### config.mk
export PLATFORM = sky130hd
export DESIGN_NAME = software_timer_table
export DESIGN_NICKNAME = d
export VERILOG_FILES = /design/src/hw/rtl/sst_pkg.sv /design/src/hw/rtl/sst_ctrl.sv /design/src/hw/rtl/sst_dp.sv /design/src/hw/rtl/software_timer_table.sv
export SDC_FILE = /design/constraint.sdc
export NUM_CORES = 2
export LEC_CHECK = 0
export CAP_MARGIN = 20
export CELL_PAD_IN_SITES_DETAIL_PLACEMENT = 1
export CELL_PAD_IN_SITES_GLOBAL_PLACEMENT = 1
export CORE_MARGIN = 3
export CORE_UTILIZATION = 30
export DETAILED_ROUTE_END_ITERATION = 7
export DONT_BUFFER_PORTS = 1
export PLACE_DENSITY = 0.59
export SETUP_SLACK_MARGIN = 0.5
export SYNTH_ARGS = -nofsm -noshare
export SYNTH_HDL_FRONTEND = slang
export SYNTH_HIERARCHICAL = 1
export SYNTH_SLANG_ARGS = --single-unit
### constraint.sdc
create_clock -name i_clk -period 10.5 [get_ports i_clk]
set_clock_uncertainty 0.2 [all_clocks]
set_input_delay 2.1 -clock i_clk [delete_from_list [all_inputs] [get_ports i_clk]]
set_output_delay 2.1 -clock i_clk [all_outputs]
set_load 0.05 [all_outputs]
### src/hw/rtl/sst_pkg.sv
// Shared constants, codes and control/status types for the software timer table.
`timescale 1ns / 1ps

package sst_pkg;

    localparam int NUM_TIMERS = 16;
    localparam int CNT_W      = (NUM_TIMERS > 1) ? $clog2(NUM_TIMERS) : 1;

    // input item modes
    localparam logic [1:0] MODE_CHARGE = 2'd0;
    localparam logic [1:0] MODE_ADD    = 2'd1;
    localparam logic [1:0] MODE_REMOVE = 2'd2;

    // result kinds
    localparam logic [1:0] KIND_ONESHOT  = 2'd0;
    localparam logic [1:0] KIND_PERIODIC = 2'd1;
    localparam logic [1:0] KIND_SUMMARY  = 2'd2;

    // controller -> datapath
    typedef struct packed {
        logic load;   // latch the accepted beat, apply add/remove to the slot
        logic chk;    // one step of the earliest-timer check (add only)
        logic scn;    // one step of the charge/min scan
        logic sum;    // emit the summary beat
    } t_cmd;

    // datapath -> controller
    typedef struct packed {
        logic cnt_last;  // slot counter at the last slot
        logic out_free;  // output register can take a beat this cycle
        logic in_add;    // incoming beat is a valid add
    } t_sts;

endpackage

### src/hw/rtl/sst_ctrl.sv
// Sequencer for the software timer table: accept, check pass, scan pass, summary.
`timescale 1ns / 1ps

module sst_ctrl (
    input  logic          i_clk,
    input  logic          i_rst_n,
    input  logic          i_in_valid,
    output logic          o_in_stall,
    input  sst_pkg::t_sts i_sts,
    output sst_pkg::t_cmd o_cmd
);
    import sst_pkg::*;

    localparam logic [1:0] ST_IDLE  = 2'd0;
    localparam logic [1:0] ST_CHECK = 2'd1;
    localparam logic [1:0] ST_SCAN  = 2'd2;
    localparam logic [1:0] ST_SUMM  = 2'd3;

    logic [1:0] r_state;
    logic [1:0] n_state;

    always_comb begin
        n_state = r_state;
        o_cmd   = '0;
        unique case (r_state)
            ST_IDLE: begin
                if (i_in_valid) begin
                    o_cmd.load = 1'b1;
                    n_state    = i_sts.in_add ? ST_CHECK : ST_SCAN;
                end
            end
            ST_CHECK: begin
                o_cmd.chk = 1'b1;
                if (i_sts.cnt_last) begin
                    n_state = ST_SCAN;
                end
            end
            ST_SCAN: begin
                if (i_sts.out_free) begin
                    o_cmd.scn = 1'b1;
                    if (i_sts.cnt_last) begin
                        n_state = ST_SUMM;
                    end
                end
            end
            ST_SUMM: begin
                if (i_sts.out_free) begin
                    o_cmd.sum = 1'b1;
                    n_state   = ST_IDLE;
                end
            end
            default: n_state = ST_IDLE;
        endcase
    end

    always_ff @(posedge i_clk) begin
        if (!i_rst_n) begin
            r_state <= ST_IDLE;
        end else begin
            r_state <= n_state;
        end
    end

    assign o_in_stall = (r_state != ST_IDLE);

endmodule

### src/hw/rtl/sst_dp.sv
// Timer table storage, slot counter, charge/min datapath and output register.
`timescale 1ns / 1ps

module sst_dp (
    input  logic          i_clk,
    input  logic          i_rst_n,
    input  sst_pkg::t_cmd i_cmd,
    output sst_pkg::t_sts o_sts,
    input  logic [1:0]    i_mode,
    input  logic [3:0]    i_timer_index,
    input  logic [31:0]   i_start_time,
    input  logic [31:0]   i_reload_period,
    input  logic [31:0]   i_elapsed,
    output logic          o_out_valid,
    input  logic          i_out_stall,
    output logic [1:0]    o_kind,
    output logic [3:0]    o_which_timer,
    output logic [31:0]   o_next_wait,
    output logic          o_charged,
    output logic [63:0]   o_tick_total,
    output logic          o_last
);
    import sst_pkg::*;

    // table
    logic [31:0]           r_rem [NUM_TIMERS];
    logic [31:0]           r_rld [NUM_TIMERS];
    logic [NUM_TIMERS-1:0] r_act;
    logic [63:0]           r_total;

    // latched beat and pass state
    logic [31:0]      r_el;
    logic [31:0]      r_start;
    logic [CNT_W-1:0] r_idx;
    logic [CNT_W-1:0] r_cnt;
    logic             r_charge;
    logic             r_any;
    logic [31:0]      r_best;

    // decode of incoming beat
    logic [32:0]      in_sum;
    logic [31:0]      in_sat;
    logic [CNT_W-1:0] in_idx;
    logic             in_ok;

    // scan step
    logic [31:0] cur_rem;
    logic [31:0] cur_rld;
    logic        cur_act;
    logic [31:0] n_rem;
    logic        n_act;
    logic        emit;
    logic [1:0]  emit_kind;
    logic        beats_new;
    logic        n_any;
    logic [31:0] n_best;
    logic [63:0] n_total;
    logic        cnt_last;
    logic        out_free;

    assign in_sum = {1'b0, i_start_time} + {1'b0, i_elapsed};
    assign in_sat = in_sum[32] ? 32'hFFFF_FFFF : in_sum[31:0];
    assign in_idx = CNT_W'(i_timer_index);
    assign in_ok  = (int'(i_timer_index) < NUM_TIMERS);

    assign cur_rem  = r_rem[r_cnt];
    assign cur_rld  = r_rld[r_cnt];
    assign cur_act  = r_act[r_cnt];
    assign cnt_last = (r_cnt == CNT_W'(NUM_TIMERS - 1));
    assign out_free = !o_out_valid || !i_out_stall;

    // another active slot that already comes first beats the new timer
    assign beats_new = cur_act && (r_cnt != r_idx) &&
                       ((cur_rem < r_start) || ((cur_rem == r_start) && (r_cnt < r_idx)));

    always_comb begin
        n_rem     = cur_rem;
        n_act     = cur_act;
        emit      = 1'b0;
        emit_kind = KIND_ONESHOT;
        if (r_charge && cur_act) begin
            if (cur_rem <= r_el) begin
                emit = 1'b1;
                if (cur_rld != 32'd0) begin
                    n_rem     = cur_rld;
                    emit_kind = KIND_PERIODIC;
                end else begin
                    n_rem = 32'd0;
                    n_act = 1'b0;
                end
            end else begin
                n_rem = cur_rem - r_el;
            end
        end
        n_any  = r_any;
        n_best = r_best;
        if (n_act && (!r_any || (n_rem < r_best))) begin
            n_any  = 1'b1;
            n_best = n_rem;
        end
    end

    assign n_total = r_total + (r_charge ? {32'd0, r_el} : 64'd0);

    // control state
    always_ff @(posedge i_clk) begin
        if (!i_rst_n) begin
            r_act       <= '0;
            r_total     <= '0;
            r_cnt       <= '0;
            r_charge    <= 1'b0;
            r_any       <= 1'b0;
            o_out_valid <= 1'b0;
        end else begin
            if (i_cmd.load) begin
                r_cnt <= '0;
                r_any <= 1'b0;
                priority if (i_mode == MODE_CHARGE) begin
                    r_charge <= 1'b1;
                end else if ((i_mode == MODE_ADD) && in_ok) begin
                    r_act[in_idx] <= 1'b1;
                    r_charge      <= 1'b1;
                end else if ((i_mode == MODE_REMOVE) && in_ok && r_act[in_idx]) begin
                    r_act[in_idx] <= 1'b0;
                    r_charge      <= 1'b1;
                end else begin
                    r_charge <= 1'b0;
                end
            end
            if (i_cmd.chk) begin
                if (beats_new) begin
                    r_charge <= 1'b0;
                end
                r_cnt <= cnt_last ? '0 : r_cnt + CNT_W'(1);
            end
            if (i_cmd.scn) begin
                r_act[r_cnt] <= n_act;
                r_any        <= n_any;
                r_cnt        <= cnt_last ? '0 : r_cnt + CNT_W'(1);
            end
            if (i_cmd.sum) begin
                r_total <= n_total;
            end
            if ((i_cmd.scn && emit) || i_cmd.sum) begin
                o_out_valid <= 1'b1;
            end else if (!i_out_stall) begin
                o_out_valid <= 1'b0;
            end
        end
    end

    // payload
    always_ff @(posedge i_clk) begin
        if (i_cmd.load) begin
            r_el    <= i_elapsed;
            r_start <= in_sat;
            r_idx   <= in_idx;
            r_best  <= 32'd0;
            if ((i_mode == MODE_ADD) && in_ok) begin
                r_rem[in_idx] <= in_sat;
                r_rld[in_idx] <= i_reload_period;
            end
        end
        if (i_cmd.scn) begin
            r_rem[r_cnt] <= n_rem;
            r_best       <= n_best;
        end
        if (i_cmd.scn && emit) begin
            o_kind        <= emit_kind;
            o_which_timer <= 4'(r_cnt);
            o_next_wait   <= 32'd0;
            o_charged     <= 1'b1;
            o_tick_total  <= 64'd0;
            o_last        <= 1'b0;
        end else if (i_cmd.sum) begin
            o_kind        <= KIND_SUMMARY;
            o_which_timer <= 4'd0;
            o_next_wait   <= r_any ? r_best : 32'd0;
            o_charged     <= r_charge;
            o_tick_total  <= n_total;
            o_last        <= 1'b1;
        end
    end

    assign o_sts.cnt_last = cnt_last;
    assign o_sts.out_free = out_free;
    assign o_sts.in_add   = (i_mode == MODE_ADD) && in_ok;

endmodule

### src/hw/rtl/software_timer_table.sv
// Software timer table top level: one-shot and periodic timers with charge and summary.
// Order: an item's beat is latched, an add then runs its check pass over all slots, and
//   every item scans all slots, emitting expiry beats, and ends with the summary beat.
//   The passes go one slot a cycle, the scan held while a result waits in a stalled
//   output; a new item is taken only once the summary beat has been issued.
// Reset: synchronous, active low; clears active flags and tick total, no clearing pass.
`timescale 1ns / 1ps

module software_timer_table (
    input  logic        i_clk,
    input  logic        i_rst_n,
    // input channel
    input  logic        i_in_valid,
    output logic        o_in_stall,
    input  logic [1:0]  i_mode,
    input  logic [3:0]  i_timer_index,
    input  logic [31:0] i_start_time,
    input  logic [31:0] i_reload_period,
    input  logic [31:0] i_elapsed,
    // result channel
    output logic        o_out_valid,
    input  logic        i_out_stall,
    output logic [1:0]  o_kind,
    output logic [3:0]  o_which_timer,
    output logic [31:0] o_next_wait,
    output logic        o_charged,
    output logic [63:0] o_tick_total,
    output logic        o_last
);
    import sst_pkg::*;

    t_cmd cmd;
    t_sts sts;

    // Sequencer: IDLE takes one beat, an add runs the earliest check, every item
    // then scans all slots (charging when needed, emitting expiries in slot
    // order, folding the minimum) and finishes with the summary beat.
    sst_ctrl u_ctrl (
        .i_clk      (i_clk),
        .i_rst_n    (i_rst_n),
        .i_in_valid (i_in_valid),
        .o_in_stall (o_in_stall),
        .i_sts      (sts),
        .o_cmd      (cmd)
    );

    // Table, counter and output register. The output register decouples the
    // scan from the consumer; the scan advances only when it can take a beat.
    sst_dp u_dp (
        .i_clk           (i_clk),
        .i_rst_n         (i_rst_n),
        .i_cmd           (cmd),
        .o_sts           (sts),
        .i_mode          (i_mode),
        .i_timer_index   (i_timer_index),
        .i_start_time    (i_start_time),
        .i_reload_period (i_reload_period),
        .i_elapsed       (i_elapsed),
        .o_out_valid     (o_out_valid),
        .i_out_stall     (i_out_stall),
        .o_kind          (o_kind),
        .o_which_timer   (o_which_timer),
        .o_next_wait     (o_next_wait),
        .o_charged       (o_charged),
        .o_tick_total    (o_tick_total),
        .o_last          (o_last)
    );

endmodule
**Word level (Yosys, flattened, before mapping)**

Memories as Yosys holds them, arrays and structs flattened. A register that Yosys moved wholly into a read port is not among the register bits.
Cells that the tools add are included.

- Register bits after elaboration: 293
- Bits in writable memories: 1024
- Input bits: 106
- Output and inout port bits: 106
- Memories: 2

- $add $sub $neg: 4
- $lt $le $gt $ge: 8
- Equality and inequality tests: 15
- Multiplexer cells: 76
- Bitwise operators: 3
- Reduce and logical (&&, ||, !) cells: 26

Memories:

| memory | depth | width | rd ports | clocked after Yosys merged registers in | wr ports | line | text |
|---|---|---|---|---|---|---|---|
| u_dp.r_rem | 16 | 32 | 1 | 1 | 1 | sst_dp.sv:26 | `logic [31:0] r_rem [NUM_TIMERS];` |
| u_dp.r_rld | 16 | 32 | 1 | 1 | 1 | sst_dp.sv:27 | `logic [31:0] r_rld [NUM_TIMERS];` |

Operators by type and width:

| cell | count |
|---|---|
| $mux 32 | 10 |
| $mux 16 | 6 |
| $add 64x64->64 | 1 |
| $lt 32x32->1 | 2 |
| $mux 4 | 11 |
| $add 32x32->33 | 1 |
| $mux 1 | 33 |
| $eq 32x32->1 | 1 |
| $le 32x32->1 | 1 |
| $reduce_bool 32->1 | 1 |
| $reduce_or 32->1 | 1 |
| $sub 32x32->32 | 1 |
| $mux 2 | 10 |
| $and 16x16->16 | 1 |
| $bwmux 16 | 1 |
| $not 16->16 | 1 |
| $or 16x16->16 | 1 |
| $lt 4x5->1 const B | 2 |
| $ne 2x1->1 const B | 5 |
| $logic_and 1x1->1 | 9 |
| $bmux 1 s4 | 2 |
| $demux 1 s4 | 2 |
| $ge 4x1->1 const B | 2 |
| $pmux 2 s4 | 1 |
| 14 further kinds | 26 |

**Depth between registers and ports, before layout**

- Word-level depth: 13
- Gate-level depth with buffers: 32

**Hierarchy**

The synthesis kept the hierarchy.

By module, submodules not included:

| module | instances | cells an instance | area each (µm²) |
|---|---|---|---|
| sst_dp | 1 | 5066 | 64448.1 |
| sst_ctrl | 1 | 24 | 219.0 |

**Worst setup path after synthesis**

No wires, ideal clock.

- Path kind: reg-to-reg
- Start: register with a tool-made name
- End: register u_dp.r_best[0], enable pin
- Setup time: 0.436 ns
- Arrival: 7.745 ns
- Data required time: 9.864 ns
- Setup slack: 2.119 ns
- Stages on the path, launching flop included: 30
- Period minus slack after synthesis: 8.381 ns
- Path through: dfxtp_1 -> buf_2 -> buf_2 -> clkbuf_1 -> clkbuf_1 -> mux4_2 -> mux4_2 -> inv_1 -> ha_1 -> fa_1 -> nand2b_1 -> a211oi_2 -> o211ai_2 -> o31ai_4 -> a31o_1 -> buf_6 -> nand2_4 -> o311ai_2 -> buf_2 -> nand2_1 -> inv_1 -> ha_1 -> a21o_1 -> a21oi_1 -> nor2b_1 -> o21ai_0 -> a211o_1 -> a31oi_1 -> or4_1 -> a22oi_1

RTL lines:

| item | line | text |
|---|---|---|
| to (signal assigned) | sst_dp.sv:166 | `r_best <= n_best;` |
| to (decl) | sst_dp.sv:38 | `logic [31:0] r_best;` |

==> metrics <==
Residual DRC=0; Synth top area share=52.5%; post-CTS setup repair buffer count=0; multiplexer share of the synthesized area=11.8%; setup TNS=0 ps; CP startpoint kind=flop; clk sinks=1321; drt pass-1 iters=6; XOR/XNOR Fraction of Synth Area=1.37%; Die X=470 µm; Setup violations, final=0; Overflow after GRT=0; commonest non-fill, non-tap cell in the layout=edfxtp_1; Die H=470 µm; vias per cell=5.58; Gate power share=32.6%; Net Count, Synth=5371; CORE AREA=213000 µm²; ys flop type=edfxtp_1; CTS Buf Count=152; max-slew violation count=0; CTS Buffer Depth=3; Synth Warn #=6; DRT Wirelength=234000 µm; largest family of logic cells by synthesized area=compound AO/OA/AOI/OAI gates; simple-gate share of the synthesized area=8.97%; status=complete, no violations; Root Buffer Master=clkbuf_16; Hold WC Path Type=flop to flop; WP data arrival=8670 ps; dominant cell type by area after synthesis=edfxtp_1; CP Data Required Time=10730 ps; Post-CTS Hold Fix Bufs=0; P_sw=6810 µW; global-route wire length before repair=335000 µm; Via Count=44.3k; slew margin rel.=23.4%; post-detail-place hpwl=150000 µm; P_int=11500 µW; Synth Area in Compound Gates=12.1%; CP Capture Type=flop; critical path class=flop to flop; # port buffers=0; Mapped Cells=5090; Unique masters post-synth=108; fraction of power consumed by the clock network=29.6%; crit path max fanout=32; Mean Syn Cell Area=12.7 µm²; Routed Antenna Nets=0; gr usage total=20.7%; overall die area=221000 µm²; Routed wire per std cell=29.5 µm; VDD IR max=0.204 mV; #FFs+latches synth=1321; Max Clk Rate=118 MHz; initial DRC count=4465; Worst-path clk slew=60 ps; RSZ-0062 raised after global routing=false; nets=5264; Flop pwr share=37.8%; num ports=212; Routability Congestion=0.929; sequential fraction of the synthesis area=58.4%; EDFF count, synth=1130; Max-cap violations=0; setup slack at placement=2080 ps; worst-margin pin slew=1150 ps; fraction of layout cells with a size suffix above 1=15.9%; pin count of the biggest net entering global routing=129; top cells by area, synth=edfxtp_1 52%, mux4_2 10%, a21oi_1 6.1%; Final Cycle Share=80.4%; Adder-Cell Fraction of Synth Area=3.42%; LEAKAGE=0.0244 µW; Clock Latency Late Sink=830 ps; # rows=169; final hold vios=0; P per Cell Area=250 nW/µm²; Post-synth ARST share=0%; min Tclk post-route=8440 ps; vias in the first global route=45.3k; Worst Setup Slack, final=2060 ps; initial antenna violation count=14; Starting Density=30.3%; CTS tree=done; most frequent cells in the layout=1130 x edfxtp_1, 792 x a21oi_1, 398 x nor2_1; Sw Ratio=37.3%; Post-Syn Area=64700 µm²; cts repair resizes=0; htree depth=4; Syn-to-layout area delta=12.9%
-- cells in the mapped netlist, types with 10 or more instances --
library cell and number:
edfxtp_1 1130, a21oi_1 794, nor2_1 417, mux4_2 298, nand2_1 223, clkbuf_1 205, inv_1 194, dfxtp_1 191
ha_1 172, o21ai_0 172, nor3_1 120, buf_2 118, mux2i_1 87, and2_1 80, a22oi_1 66, xnor2_1 65
nand3_1 61, nand4_1 52, nand2b_1 38, buf_1 37, xor2_1 36, and3_1 35, nor4_1 35, a21o_1 33
a22o_1 33, o21a_1 33, buf_4 24, nor2b_1 24, or3_1 24, a31oi_1 22, o211ai_1 17, a211oi_1 13
or2_2 13, buf_6 12, o21bai_1 11, a31oi_2 10, nor2_4 10
-- flip-flops by register name, indices dropped and copies added (netlist names), named ones only --
signal	count
u_dp/r_start	32
u_dp/o_out_valid	1
u_dp/r_rld	512
u_dp/r_act	16
u_dp/o_last	1
u_dp/r_rem	512
u_dp/r_best	32
u_dp/o_which_timer	4
u_dp/r_cnt	4
u_dp/r_el	32
u_dp/r_total	64
u_dp/r_any	1
u_dp/r_charge	1
u_dp/r_idx	4
u_ctrl/r_state	2
u_dp/o_kind	2
u_dp/o_next_wait	32
u_dp/o_tick_total	64
u_dp/o_charged	1
-- area by class of cell --
cell class	count	area, µm²
Antenna cell	7	17.5
Clock buffer	197	4090
Clock inverter	78	981
Fill cell	22594	140000
Inverter	198	743
Multi-Input combinational cell	3173	24700
Sequential cell	1321	37800
Tap cell	2821	3530
Timing Repair Buffer	137	1120
-- through the flow --
step                hold slack (ps)  instance area (µm²)  total power [µW]  instances  utilization (%)
floorplan                       250                64700             11000       5090                -
global placement                258                67900             12800       7647             31.8
detailed placement              265                67900             12900       7648             31.8
CTS                             274                72900             18400       7923             34.2
global route                    296                73000             19100       7930             34.2
finish                          271                73000             18300       7932             34.2
-- path summary, 6_finish.rpt --
path / from / to / slack (ps) / depth (start not counted)
max: flop / u_dp/r_best[8] / 2060 / 23
min: u_dp/r_total[7] / u_dp/r_total[7] / 270 / 2
max reg2reg: flop / u_dp/r_best[8] / 2060 / 23
min reg2reg: u_dp/r_total[7] / u_dp/r_total[7] / 270 / 2
-- power groups by stage --
| stage | Sequential, µW | Combinational (µW) | Clock [µW] |
|---|---|---|---|
| finish | 6900 | 5950 | 5410 |
| global route | 6940 | 6420 | 5750 |
| CTS | 6920 | 5950 | 5540 |
| detailed placement | 7030 | 5920 | 0 |
| global placement | 7020 | 5820 | 0 |
| floorplan | 6850 | 4120 | 0 |
-- logic make-up (layout without fill, tap and decap cells) --
| kind of cell | Yosys count | after routing |
|---|---|---|
| other cells | 0 | 7 |
| buf+inv | 596 | 610 |
| xor+xnor | 101 | 101 |
| flops | 1321 | 1321 |
| simple gates | 1190 | 1190 |
| compound gates | 1319 | 1319 |
| fa+ha+maj | 175 | 175 |
| mux | 388 | 388 |
-- worst max-delay path: stages (launching register included) --
cell      delay, ps
dfxtp_4         660
buf_4           470
mux4_2          560
mux4_2          580
ha_1            450
nand4_2         190
a211oi_2        250
o211ai_2        160
o31ai_4         480
a31o_1          490
nand2_4         280
and3_1          260
nor3_4          600
inv_1           130
ha_1            330
a21o_1          170
a21o_1          170
a21oi_1         150
nor2b_1          60
o21ai_0         150
a31oi_1          90
or4_1           500
a22oi_2         190
buf_4           410
-- per-layer routing --
| layer | wire (µm) | up-vias | GRT usage (%) |
|---|---|---|---|
| li1 | - | 19153 | - |
| met1 | 98300 | 23221 | 27.0 |
| met2 | 112000 | 1528 | 34.1 |
| met3 | 16200 | 378 | 4.34 |
| met4 | 7680 | 6 | 7.19 |
| met5 | 34 | - | 0 |
Power figures use the tool's default switching activity.
